File: src/design/sspr_pkg.sv
// Shared constants for the servo status packet receiver: parse phases, verdict codes, reset values.
package sspr_pkg;

    localparam int unsigned BYTE_W   = 8;
    localparam int unsigned PHASE_W  = 3;
    localparam int unsigned STATUS_W = 3;

    // Parse phases.
    localparam logic [PHASE_W-1:0] PH_HUNT  = 3'd0;
    localparam logic [PHASE_W-1:0] PH_ID    = 3'd1;
    localparam logic [PHASE_W-1:0] PH_LEN   = 3'd2;
    localparam logic [PHASE_W-1:0] PH_ERR   = 3'd3;
    localparam logic [PHASE_W-1:0] PH_PARAM = 3'd4;
    localparam logic [PHASE_W-1:0] PH_CSUM  = 3'd5;

    // Verdict codes.
    localparam logic [STATUS_W-1:0] ST_OK       = 3'd0;
    localparam logic [STATUS_W-1:0] ST_BAD_ID   = 3'd1;
    localparam logic [STATUS_W-1:0] ST_SHORT    = 3'd2;
    localparam logic [STATUS_W-1:0] ST_CHECKSUM = 3'd3;
    localparam logic [STATUS_W-1:0] ST_SERVOERR = 3'd4;
    localparam logic [STATUS_W-1:0] ST_SIZE     = 3'd5;

    // Result kinds.
    localparam logic KIND_PARAM   = 1'b0;
    localparam logic KIND_VERDICT = 1'b1;

    // Register indexes on the configuration port.
    localparam logic REG_EXPECTED_ID     = 1'b0;
    localparam logic REG_EXPECTED_PARAMS = 1'b1;

    // Framing bytes and register reset values.
    localparam logic [BYTE_W-1:0] SYNC_BYTE            = 8'hFF;
    localparam logic [BYTE_W-1:0] HEADER_LEN           = 8'h02;
    localparam logic [BYTE_W-1:0] RST_EXPECTED_ID      = 8'h01;
    localparam logic [BYTE_W-1:0] RST_EXPECTED_PARAMS  = 8'h4A;

endpackage

File: src/design/servo_status_packet_receiver_core.sv
// Status packet parser for a half-duplex serial servo bus, one received byte per item.
// A result is registered and presented in the cycle after the byte that causes it is accepted.
// Throughput: one byte per cycle while the output slot is free; the single output register passes ready through,
// so a new byte is taken in the same cycle that a waiting result is taken.
// Reset (synchronous, active low) returns the parser to sync hunting, clears the
// output valid and restores expected_id to 1 and expected_params to 74.
module servo_status_packet_receiver_core
    import sspr_pkg::*;
(
    input  logic                i_clk,
    input  logic                i_rst_n,
    // Configuration write port.
    input  logic                i_cfg_we,
    input  logic                i_cfg_index,
    input  logic [BYTE_W-1:0]   i_cfg_data,
    // Received byte channel.
    input  logic                i_in_valid,
    output logic                o_in_ready,
    input  logic [BYTE_W-1:0]   i_rx_byte,
    // Result channel.
    output logic                o_out_valid,
    input  logic                i_out_ready,
    output logic                o_kind,
    output logic [BYTE_W-1:0]   o_offset,
    output logic [BYTE_W-1:0]   o_data,
    output logic [STATUS_W-1:0] o_status,
    output logic [BYTE_W-1:0]   o_servo_error
);

    // Configuration registers.
    logic [BYTE_W-1:0]   r_expected_id;
    logic [BYTE_W-1:0]   r_expected_params;

    // Parser state.
    logic [PHASE_W-1:0]  r_phase,    n_phase;
    logic                r_first_ff, n_first_ff;
    logic [BYTE_W-1:0]   r_len,      n_len;
    logic [BYTE_W-1:0]   r_err,      n_err;
    logic [BYTE_W-1:0]   r_sum,      n_sum;
    logic [BYTE_W-1:0]   r_idx,      n_idx;
    logic                r_id_bad,   n_id_bad;

    // Output register.
    logic                r_out_valid;
    logic                r_kind,     n_kind;
    logic [BYTE_W-1:0]   r_offset,   n_offset;
    logic [BYTE_W-1:0]   r_data,     n_data;
    logic [STATUS_W-1:0] r_status,   n_status;
    logic [BYTE_W-1:0]   r_serr,     n_serr;
    logic                n_emit;

    logic                in_fire;
    logic [BYTE_W-1:0]   param_count;
    logic [BYTE_W-1:0]   idx_inc;

    // The output slot is free when it is empty or being drained this cycle.
    assign o_in_ready  = !r_out_valid || i_out_ready;
    assign in_fire     = i_in_valid && o_in_ready;

    // Number of parameter bytes that the LENGTH field announces.
    assign param_count = r_len - HEADER_LEN;
    assign idx_inc     = r_idx + 8'd1;

    // Next-state and result logic for one accepted byte.
    always_comb begin
        n_phase    = r_phase;
        n_first_ff = r_first_ff;
        n_len      = r_len;
        n_err      = r_err;
        n_sum      = r_sum;
        n_idx      = r_idx;
        n_id_bad   = r_id_bad;
        n_emit     = 1'b0;
        n_kind     = KIND_VERDICT;
        n_offset   = '0;
        n_data     = '0;
        n_status   = ST_OK;
        n_serr     = r_err;

        case (r_phase)
            PH_HUNT: begin
                // Two sync bytes in a row open a packet.
                if (i_rx_byte == SYNC_BYTE) begin
                    if (r_first_ff) begin
                        n_phase = PH_ID;
                    end else begin
                        n_first_ff = 1'b1;
                    end
                end else begin
                    n_first_ff = 1'b0;
                end
            end
            PH_ID: begin
                // Any byte here is the ID, a sync value included.
                n_id_bad = (i_rx_byte != r_expected_id);
                n_sum    = i_rx_byte;
                n_phase  = PH_LEN;
            end
            PH_LEN: begin
                n_len   = i_rx_byte;
                n_sum   = r_sum + i_rx_byte;
                n_phase = PH_ERR;
            end
            PH_ERR: begin
                n_err = i_rx_byte;
                n_serr = i_rx_byte;
                n_sum = r_sum + i_rx_byte;
                n_idx = '0;
                // ID and length failures are reported here and carry the error byte.
                if (r_id_bad) begin
                    n_emit   = 1'b1;
                    n_status = ST_BAD_ID;
                end else if (r_len < HEADER_LEN) begin
                    n_emit   = 1'b1;
                    n_status = ST_SHORT;
                end else if (r_len == HEADER_LEN) begin
                    n_phase = PH_CSUM;
                end else begin
                    n_phase = PH_PARAM;
                end
            end
            PH_PARAM: begin
                n_emit   = 1'b1;
                n_kind   = KIND_PARAM;
                n_offset = r_idx;
                n_data   = i_rx_byte;
                n_serr   = '0;
                n_sum    = r_sum + i_rx_byte;
                n_idx    = idx_inc;
                if (idx_inc == param_count) begin
                    n_phase = PH_CSUM;
                end
            end
            PH_CSUM: begin
                n_emit = 1'b1;
                if (i_rx_byte != ~r_sum) begin
                    n_status = ST_CHECKSUM;
                end else if (r_err != '0) begin
                    n_status = ST_SERVOERR;
                end else if (param_count != r_expected_params) begin
                    n_status = ST_SIZE;
                end else begin
                    n_status = ST_OK;
                end
            end
            default: begin
                n_phase    = PH_HUNT;
                n_first_ff = 1'b0;
            end
        endcase

        // Every verdict sends the parser back to hunting for sync.
        if (n_emit && (n_kind == KIND_VERDICT)) begin
            n_phase    = PH_HUNT;
            n_first_ff = 1'b0;
        end
    end

    // Configuration registers.
    always_ff @(posedge i_clk) begin
        if (!i_rst_n) begin
            r_expected_id     <= RST_EXPECTED_ID;
            r_expected_params <= RST_EXPECTED_PARAMS;
        end else if (i_cfg_we) begin
            case (i_cfg_index)
                REG_EXPECTED_ID:     r_expected_id     <= i_cfg_data;
                REG_EXPECTED_PARAMS: r_expected_params <= i_cfg_data;
                default: begin
                end
            endcase
        end
    end

    // Parser state advances on each accepted byte.
    always_ff @(posedge i_clk) begin
        if (!i_rst_n) begin
            r_phase    <= PH_HUNT;
            r_first_ff <= 1'b0;
            r_len      <= '0;
            r_err      <= '0;
            r_sum      <= '0;
            r_idx      <= '0;
            r_id_bad   <= 1'b0;
        end else if (in_fire) begin
            r_phase    <= n_phase;
            r_first_ff <= n_first_ff;
            r_len      <= n_len;
            r_err      <= n_err;
            r_sum      <= n_sum;
            r_idx      <= n_idx;
            r_id_bad   <= n_id_bad;
        end
    end

    // Output valid: set by a byte that yields a result, cleared when the result is taken.
    always_ff @(posedge i_clk) begin
        if (!i_rst_n) begin
            r_out_valid <= 1'b0;
        end else if (in_fire && n_emit) begin
            r_out_valid <= 1'b1;
        end else if (i_out_ready) begin
            r_out_valid <= 1'b0;
        end
    end

    // Result payload needs no reset; it only loads with a new result.
    always_ff @(posedge i_clk) begin
        if (in_fire && n_emit) begin
            r_kind   <= n_kind;
            r_offset <= n_offset;
            r_data   <= n_data;
            r_status <= n_status;
            r_serr   <= n_serr;
        end
    end

    assign o_out_valid   = r_out_valid;
    assign o_kind        = r_kind;
    assign o_offset      = r_offset;
    assign o_data        = r_data;
    assign o_status      = r_status;
    assign o_servo_error = r_serr;

endmodule

File: config.mk
export PLATFORM = sky130hd
export DESIGN_NAME = servo_status_packet_receiver_core
export DESIGN_NICKNAME = d
export VERILOG_FILES = /design/src/design/sspr_pkg.sv /design/src/design/servo_status_packet_receiver_core.sv
export SDC_FILE = /design/constraint.sdc
export NUM_CORES = 1
export LEC_CHECK = 0
export ABC_AREA = 1
export BUFFER_PORTS_ARGS = -buffer_cell sky130_fd_sc_hd__clkbuf_2
export CORE_ASPECT_RATIO = 1.75
export CORE_UTILIZATION = 55
export DETAILED_ROUTE_END_ITERATION = 12
export PLACE_DENSITY = 0.78
export SLEW_MARGIN = 20
export SYNTH_ARGS = -nofsm -noshare
export SYNTH_HDL_FRONTEND = slang
export SYNTH_SLANG_ARGS = --single-unit
File: constraint.sdc
create_clock -name i_clk -period 2.4 [get_ports i_clk]
set_input_delay 0 -clock i_clk [delete_from_list [all_inputs] [get_ports i_clk]]
set_output_delay 0 -clock i_clk [all_outputs]
set_load 0.05 [all_outputs]
* Word level (Yosys, flattened, before mapping) *
Cells that the tools add are included.

word-level totals
  register bits = 82
  bits of input ports = 22
  output and inout bits = 30

operators by class
  add/subtract/negate cells = 3
  $lt $le $gt $ge = 1
  equal/unequal tests = 18
  mux-type cells = 26
  bitwise operators = 2
  reduce and logical (&&, ||, !) cells = 22

operators by type and width
  operator                                                                       count
  8-bit case mux with 2 select lines                                             3
  3-bit 2-to-1 mux                                                               9
  8-bit != test                                                                  3
  3-bit case mux with 6 select lines                                             1
  2-bit AND reduction                                                            8
  3-bit != test (second input constant)                                          5
  8-bit by 1-bit adder with 8-bit output (second input constant)                 1
  8-bit adder                                                                    1
  8-bit by 2-bit equality test with 1-bit output (second input constant)         1
  8-bit equality test                                                            1
  8-bit equality test (second input constant)                                    1
  8-bit by 2-bit less-than comparator with 1-bit output (second input constant)  1
  1-bit 2-to-1 mux                                                               8
  8-bit NOT                                                                      1
  8-bit nonzero test                                                             1
  8-bit by 2-bit subtractor with 8-bit output (second input constant)            1
  7-bit AND reduction                                                            1
  3-bit by 2-bit equality test with 1-bit output (second input constant)         2
  3-bit equality test (second input constant)                                    2
  3-bit case mux with 2 select lines                                             1
  2-bit nonzero test                                                             3
  5-bit OR reduction                                                             1
  2-bit 2-to-1 mux                                                               2
  1-bit case mux with 2 select lines                                             2
  10 further kinds                                                               12

* Logic depth before layout (Yosys ltp) *
Gate-level depths: netlist (run 1).

  depth after elaboration = 7
  gate-level depth with buffers = 15
  gate-level depth less buffers = 15

* Worst setup path after synthesis (run 1) *
Ideal clock, no wire load.

  kind = register -> register
  from = reg r_out_valid, in the netlist o_out_valid
  to = reg r_data[0], in the netlist o_data[0], enable pin
  library setup time = 0.383 ns
  arrival = 1.960 ns
  required time = 2.017 ns
  path slack = 0.057 ns
  cell stages (with the launch flop) = 6
  path buffers = 0
  period minus slack after synthesis = 2.343 ns
  cell sequence = dfxtp_1 > nand2_1 > nand2_2 > inv_1 > nand2_1 > inv_1

between the ends
  word-level cells in the longest chain between the ends = 4

ends and longest elaborated chain
  item                    RTL line                                  RTL
  from (decl)             servo_status_packet_receiver_core.sv:44   logic r_out_valid;
  from (signal assigned)  servo_status_packet_receiver_core.sv:198  r_out_valid <= 1'b0;
  from (signal assigned)  servo_status_packet_receiver_core.sv:200  r_out_valid <= 1'b1;
  from (signal assigned)  servo_status_packet_receiver_core.sv:202  r_out_valid <= 1'b0;
  1-bit zero test         servo_status_packet_receiver_core.sv:57   assign o_in_ready = !r_out_valid || i_out_ready;
  1-bit logical OR        servo_status_packet_receiver_core.sv:57
  named net o_in_ready    servo_status_packet_receiver_core.sv:18   output logic o_in_ready,
  1-bit logical AND       servo_status_packet_receiver_core.sv:58   assign in_fire = i_in_valid && o_in_ready;
  1-bit logical AND       servo_status_packet_receiver_core.sv:208  if (in_fire && n_emit) begin
  to (signal assigned)    servo_status_packet_receiver_core.sv:211  r_data <= n_data;
  to (decl)               servo_status_packet_receiver_core.sv:47   logic [BYTE_W-1:0] r_data, n_data;

The timed path passes the listed nets, and every way through them passes these cells.
A chain may end at the register's enable or synchronous reset.

* Final worst setup path (run 1) *
  from = reg r_len[1]
  to = reg r_phase[1]

between the ends
  word-level cells in the longest chain between the ends = 7
  elaborated cells between the ends (all ways) = 15
  classes of those cells = add/sub: 1; order compare: 1; eq/ne: 7; mux: 4; reduce/logical: 2

ends and longest elaborated chain
  item                                                             RTL line                                  RTL
  from (decl)                                                      servo_status_packet_receiver_core.sv:37   logic [BYTE_W-1:0] r_len, n_len;
  from (signal assigned)                                           servo_status_packet_receiver_core.sv:187  r_len <= n_len;
  8-bit by 2-bit less-than comparator with 1-bit output            servo_status_packet_receiver_core.sv:113  end else if (r_len < HEADER_LEN) begin
  1-bit 2-to-1 mux                                                 servo_status_packet_receiver_core.sv:113
  1-bit 2-to-1 mux                                                 servo_status_packet_receiver_core.sv:110  if (r_id_bad) begin
  1-bit case mux with 2 select lines                               servo_status_packet_receiver_core.sv:80   case (r_phase)
  1-bit logical AND                                                servo_status_packet_receiver_core.sv:153  if (n_emit && (n_kind == KIND_VERDICT)) begin
  3-bit != test (no line) / 2-bit != test (equally long branches)  --
  7-bit AND reduction (no line)                                    --
  to (signal assigned)                                             servo_status_packet_receiver_core.sv:185  r_phase <= n_phase;
  to (decl)                                                        servo_status_packet_receiver_core.sv:35   logic [PHASE_W-1:0] r_phase, n_phase;

Parallel ways exist; a longest one is shown, timed or not.

==> flow_summary.json, run 1 <==
{
  "whs_ps": 39.38,
  "hp-class": "in2reg",
  "synth_flop_cell": "dfxtp_1",
  "syn_area_um2": 4175,
  "firstDrtPassIters": 5,
  "synth_top_cell_by_area": "dfxtp_1",
  "grt_pass1_vias": 3555,
  "grt_usage_pct": 27.85,
  "n_antenna_cell": 0,
  "min_from": "i_rx_byte[3]",
  "clk_latency_ps": 340,
  "grt_pass1_wl_um": 16240,
  "power_density_nw_per_um2": 1052,
  "total_power_mw": 5.151,
  "setup_viol": 0,
  "cts_root_buf": "clkbuf_16",
  "start_kind": "flop",
  "timing.final.crit_period_ps": 1999,
  "final_util_pct": 67.21,
  "avgViaCountPerCell": 5.426,
  "end_kind": "flop",
  "grt_remaining_overflow": 0,
  "post-route-period-util_pct": 83.28,
  "syn_inst": 542,
  "io_buffer_count": 51,
  "die_h_um": 117.3,
  "wl_per_cell_um": 14.51,
  "area.growth.synth_to_final_pct": 17.26,
  "holdPathEnd": "r_sum[3]",
  "tightest_slew_ps": 606.6,
  "rr_worst_depth": 13,
  "synth_cell_types": 36,
  "synth_area_leaders": "dfxtp_1 (26%), edfxtp_1 (20%), nand2_1 (10%)",
  "reg2reg_from": "r_len[1]",
  "tns_ps": 0,
  "start_util_pct": 57.32,
  "status": "complete, no violations",
  "first_iter_violations": 306,
  "synth.avg_cell_area_um2": 7.703,
  "drc": 0,
  "grt_max_degree": 39,
  "final_area_um2": 4896,
  "cts_tree": "done",
  "io_pins": 52,
  "synth_top_area_share_pct": 25.89,
  "coreArea_um2": 7284,
  "gp_congestion": 0.9304,
  "finalHoldViolCount": 0,
  "arrival_ps": 2280,
  "skew_ps": 4.326,
  "synth-seq-cells": 82,
  "whs_path_depth": 3,
  "synth_commonest_cells": "nand2_1 (115), nor2_1 (68), inv_1 (58), dfxtp_1 (54), a21oi_1 (50)",
  "cts.sinks": 82,
  "relSlewSlack_pct": 59.51,
  "wl_um": 10110,
  "crit_fanout": 6,
  "ir_drop_v": 0.0007089,
  "yosysMostFrequentCell": "nand2_1",
  "slew_violations": 0,
  "antenna_found_initial": 0,
  "die-area_um2": 7957,
  "dp_hpwl_um": 7390,
  "post_dp_cell_area_um2": 4501,
  "rows": 41,
  "max_freq_mhz": 500.3,
  "cts_resized": 0,
  "grt_setup_unrepaired": "no",
  "num_vias": 3782,
  "critPathKind": "reg2reg",
  "yosys_warnings": 0,
  "async_flop_share_pct": 0,
  "synth_nets": 574,
  "rrSetupSlack_ps": 400,
  "cts_max_level": 3,
  "drive_gt1_share_pct": 16.04,
  "clockBufferDepth": 2,
  "path_clk_slew_ps": 60,
  "ant_nets": 0,
  "maxCapViolCount": 0,
  "required_ps": 2680,
  "final_net_count": 638,
  "cts_buffers": 9,
  "die_x_um": 67.86,
  "p_leak_nw": 2.111,
  "synth-edff-count": 28,
  "synth-seq-area-share_pct": 46.03,
  "r2r-end": "r_phase[1]"
}
-- cells in the final DEF, fill, tap and decap left out, types with 3 or more instances in the layout --
cell type      instances
a211oi_1               3
o22ai_1                5
or2_2                  3
xnor2_1                4
nand3_1               29
inv_2                  9
nor4_1                 4
nand2_2                7
dlygate4sd3_1          9
o21ai_0               45
nor2_4                 3
a21oi_1               50
inv_1                 58
edfxtp_1              28
clkbuf_1               3
nor2_1                68
dfxtp_1               54
clkbuf_16             11
ha_1                   9
nor2_2                 4
nand4_1                7
clkbuf_2              51
nand2_1              115
xor2_1                14
-- layer usage --
metal | global-route usage [%] | vias to the layer above | part of all wire (%)
met5 | 0 | - | 0
met4 | 15.97 | 0 | 4.1
met3 | 5.523 | 30 | 3.7
met2 | 49.37 | 107 | 53
met1 | 29.69 | 1731 | 39
li1 | - | 1914 | -
-- through the flow --
step | instances | setup WS [ps]
final | 697 | 401.4
after global routing | 697 | 142.9
after CTS | 697 | 398.5
after detailed placement | 672 | 403.8
after global placement | 672 | 479.8
after floorplan | 542 | 57.29
-- flip-flops by register name, indices dropped and copies added (netlist names) --
signal / flops
o_status: 3
r_phase: 3
o_out_valid: 1
o_kind: 1
r_expected_params: 8
r_len: 8
r_expected_id: 8
r_idx: 8
r_first_ff: 1
r_id_bad: 1
r_err: 8
o_data: 8
r_sum: 8
o_offset: 8
o_servo_error: 8
-- critical path: stages, from the launching register on --
cell	delay, ps
dfxtp_1	410
inv_2	90
ha_1	350
nand3_1	100
nand2_1	60
nor2_1	140
nand2_1	70
nor2_1	160
nand3_1	150
nand2_2	110
nand2_2	80
nand2_1	80
nand2_1	50
nor2_1	90
-- kinds of logic (layout without fill, tap and decap cells) --
| logic type | after synthesis | in the layout | share of synthesized area [%] |
|---|---|---|---|
| simple gates | 248 | 248 | 26.07 |
| compound gates | 107 | 107 | 13.55 |
| flops | 82 | 82 | 46.03 |
| buf+inv | 77 | 146 | 7.401 |
| xor+xnor | 18 | 18 | 3.776 |
| fa+ha+maj | 10 | 10 | 3.177 |
-- what timing repair did --
action	CTS	global route
hold buffers	9	0
setup buffers	0	0
endpoints found under the hold margin	17	0
-- layout make-up --
| type | instances | area, µm² |
|---|---|---|
| Clock buffer | 15 | 300.3 |
| Clock inverter | 1 | 5.005 |
| Fill cell | 633 | 2389 |
| Inverter | 68 | 256.5 |
| Multi-Input combinational cell | 383 | 1944 |
| Sequential cell | 82 | 1922 |
| Tap cell | 86 | 107.6 |
| Timing Repair Buffer | 62 | 360.3 |
-- worst max-delay path by stage --
stage          cells after the start          end        start  slack, ps
2_1_floorplan                      5    o_data[0]  o_out_valid         60
3_3_place_gp                      12   r_phase[1]     r_len[1]        480
3_5_place_dp                       8  o_status[2]     r_len[1]        400
4_1_cts                            8  o_status[2]     r_len[1]        400
5_1_grt                            8  o_status[2]     r_len[1]        140
6_report                          13   r_phase[1]     r_len[1]        400
-- report_power, final --
part | switching (mW) | internal, mW | total [mW]
Clock | 0.523 | 0.855 | 1.38
Sequential | 0.135 | 1.68 | 1.81
Combinational | 1.37 | 0.587 | 1.96
Total | 2.03 | 3.12 | 5.15
No activity file was read; power rests on OpenSTA's default activity.
==> run 2, diff against run 1 <==
--- a/config.mk
+++ b/config.mk
@@ -5,7 +5,7 @@
 export SDC_FILE = /design/constraint.sdc
 export NUM_CORES = 1
 export LEC_CHECK = 0
-export ABC_AREA = 1
+export ABC_AREA = 0
 export BUFFER_PORTS_ARGS = -buffer_cell sky130_fd_sc_hd__clkbuf_2
 export CORE_ASPECT_RATIO = 1.75
 export CORE_UTILIZATION = 55
==> constraint.sdc (replaced) <==
create_clock -name i_clk -period 1.85 [get_ports i_clk]
set_input_delay 0 -clock i_clk [delete_from_list [all_inputs] [get_ports i_clk]]
set_output_delay 0 -clock i_clk [all_outputs]
set_load 0.05 [all_outputs]
==> flow_summary.json, run 2 <==
{
  "status": "finished with violations",
  "violations": "setup timing",
  "firstDrtPassIters": 7,
  "io_pins": 52,
  "holdPathEnd": "r_err[5]",
  "netSwitchingPower_mw": 1.028,
  "wl_per_cell_um": 17.34,
  "required_ps": 1950,
  "grt_pass1_vias": 3834,
  "start_kind": "flop",
  "coreArea_um2": 7233,
  "tightest_slew_ps": 556.4,
  "die_x_um": 67.61,
  "final_cell_mix": "nand2_1 (71), clkbuf_2 (51), a21oi_1 (50)",
  "synth_commonest_cells": "nand2_1 (71), a21oi_1 (54), dfxtp_1 (54), nor2_1 (50), edfxtp_1 (28)",
  "synth_flop_cell": "dfxtp_1",
  "rr_worst_depth": 6,
  "r2r-end": "o_status[2]",
  "yosysMostFrequentCell": "nand2_1",
  "wl_um": 11720,
  "cts_buffers": 9,
  "gr-max-usage-layer": "met2",
  "num_vias": 4016,
  "synth-edff-count": 28,
  "swShare_pct": 23.27,
  "area.growth.synth_to_final_pct": 38.39,
  "die-area_um2": 7897,
  "drc": 0,
  "path_clk_slew_ps": 60,
  "synth_nets": 503,
  "cts_tree": "done",
  "arrival_ps": 2280,
  "grt_usage_pct": 31.20,
  "antenna_found_initial": 0,
  "relSlewSlack_pct": 62.85,
  "grt_setup_unrepaired": "yes",
  "finalHoldViolCount": 0,
  "synth.avg_cell_area_um2": 8.796,
  "synth_top_cell_by_area": "dfxtp_1",
  "clk_latency_ps": 350,
  "n_antenna_cell": 0,
  "grt_remaining_overflow": 0,
  "p_seq_share_pct": 43.5,
  "p_leak_nw": 2.298,
  "power_density_nw_per_um2": 770.4,
  "ant_nets": 0,
  "final_common_cell": "nand2_1",
  "die_h_um": 116.8,
  "rrSetupSlack_ps": -340,
  "start_util_pct": 57.27,
  "whs_ps": 57.06,
  "gp_congestion": 0.8800,
  "first_iter_violations": 407,
  "drive_gt1_share_pct": 31.19,
  "max_freq_mhz": 457.5,
  "clkPwrFrac_pct": 45.1,
  "setup_viol": 12,
  "syn_inst": 471,
  "grtUsageMet1_pct": 34.16,
  "cts.sinks": 82,
  "min_from": "i_rx_byte[5]",
  "clockBufferDepth": 2,
  "synth-seq-area-share_pct": 46.39,
  "grt_max_degree": 28,
  "async_flop_share_pct": 0,
  "final_net_count": 617,
  "grt_use_met3_pct": 6.977,
  "whs_path_depth": 4,
  "ir_drop_v": 0.0006698,
  "maxCapViolCount": 0,
  "combPwrFrac_pct": 11.4,
  "dp_hpwl_um": 7515,
  "intPower_mw": 3.389,
  "end_kind": "flop",
  "io_buffer_count": 51,
  "skew_ps": 7.253,
  "synth_area_leaders": "dfxtp_1 (26%), edfxtp_1 (20%), a21oi_1 (6.5%)",
  "crit_fanout": 3,
  "timing.final.crit_period_ps": 2186,
  "avgViaCountPerCell": 5.941,
  "yosys_warnings": 0,
  "synth_top_area_share_pct": 26.09,
  "met2_usage_pct": 54.72,
  "hp-class": "in2reg",
  "cts_max_level": 3,
  "synth-seq-cells": 82,
  "grt_pass1_wl_um": 18010,
  "final_util_pct": 79.26,
  "rows": 41,
  "reg2reg_from": "r_len[2]",
  "slew_violations": 0,
  "synth_cell_types": 51,
  "post-route-period-util_pct": 118.1,
  "syn_area_um2": 4143,
  "cts_root_buf": "clkbuf_16",
  "critPathKind": "reg2reg",
  "worst_slack_ps": -335.6
}
## run 2: cell count changes after synthesis, moves of 7 or more
cell / change
nor2_1: -18
nand2_2: -7
nand2_1: -44
clkbuf_1: +15
xnor2_1: +21
inv_2: -8
a21o_1: +7
o21ai_0: -27
and2_1: +15
nand3_1: -18
inv_1: -48
## run 2: what timing repair did
| action | CTS | global route |
|---|---|---|
| buffers inserted | 8 | 5 |
| resized for setup | 28 | 32 |
| pin swaps | 10 | 13 |
| hold buffers | 15 | 0 |
| hold endpoints to repair | 19 | 0 |
| cloned | 2 | 0 |
| endpoints found under the setup margin | 35 | 42 |
## run 2: metrics by stage
| stage | setup TNS (ps) | power (mW) | worst slack, ps | area, µm² | cells |
|---|---|---|---|---|---|
| after floorplan | -5871 | 2.202 | -251.3 | 4249 | 471 |
| after global placement | -1363 | 2.360 | -289.1 | 4946 | 637 |
| after detailed placement | -2483 | 2.372 | -363.2 | 4946 | 637 |
| after CTS | -1490 | 4.389 | -314.4 | 5635 | 676 |
| after global routing | -2781 | 4.548 | -387.6 | 5733 | 676 |
| final | -1206 | 4.417 | -335.6 | 5733 | 676 |
## run 2: cell families (layout without fill, tap and decap cells)
family          Yosys count  in the layout  synth area share [%]
flops                    82             82                 46.39
fa+ha+maj                10             10                 3.202
compound gates          109            109                 15.52
buf+inv                  34            153                 3.171
simple gates            193            193                 22.29
xor+xnor                 38             38                 8.215
mux                       5              5                 1.208
## run 2: power groups by stage
stage | combinational (mW) | clock, mW | sequential, mW
after floorplan | 0.253 | 0 | 1.95
after global placement | 0.407 | 0 | 1.95
after detailed placement | 0.418 | 0 | 1.95
after CTS | 0.473 | 2.00 | 1.92
after global routing | 0.545 | 2.08 | 1.92
final | 0.504 | 1.99 | 1.92
## run 2: worst max-delay path, cell delays in order (launching register included)
cell	delay [ps]
dfxtp_2	330
or3_4	440
nor3_4	160
xnor2_2	150
xnor2_1	110
or4_4	520
o2111a_1	250
## run 2: worst max path at each step
stage / startpoint / to / slack, ps / cells past startpoint
floorplan: r_len[1] / o_status[2] / -250 / 8
global placement: r_len[2] / o_status[2] / -290 / 6
detailed placement: r_len[2] / o_status[2] / -360 / 6
CTS: r_len[2] / o_status[2] / -310 / 6
global route: r_len[2] / o_status[2] / -390 / 6
finish: r_len[2] / o_status[2] / -340 / 6
## run 2: cell type report
cell class                 count  area, µm²
tap                           86      107.6
clock inverter                 6      86.33
timing repair buffer         125      914.6
clock buffer                  10      250.2
multi-input combinational    355       2379
fill                         462       1500
sequential                    82       1943
inverter                      12      52.55
## run 2: routing by layer
| layer | vias up | part of all wire (%) |
|---|---|---|
| met2 | 192 | 54 |
| li1 | 1892 | - |
| met4 | 0 | 4.1 |
| met1 | 1880 | 36 |
| met3 | 52 | 5.7 |
| met5 | - | 0 |
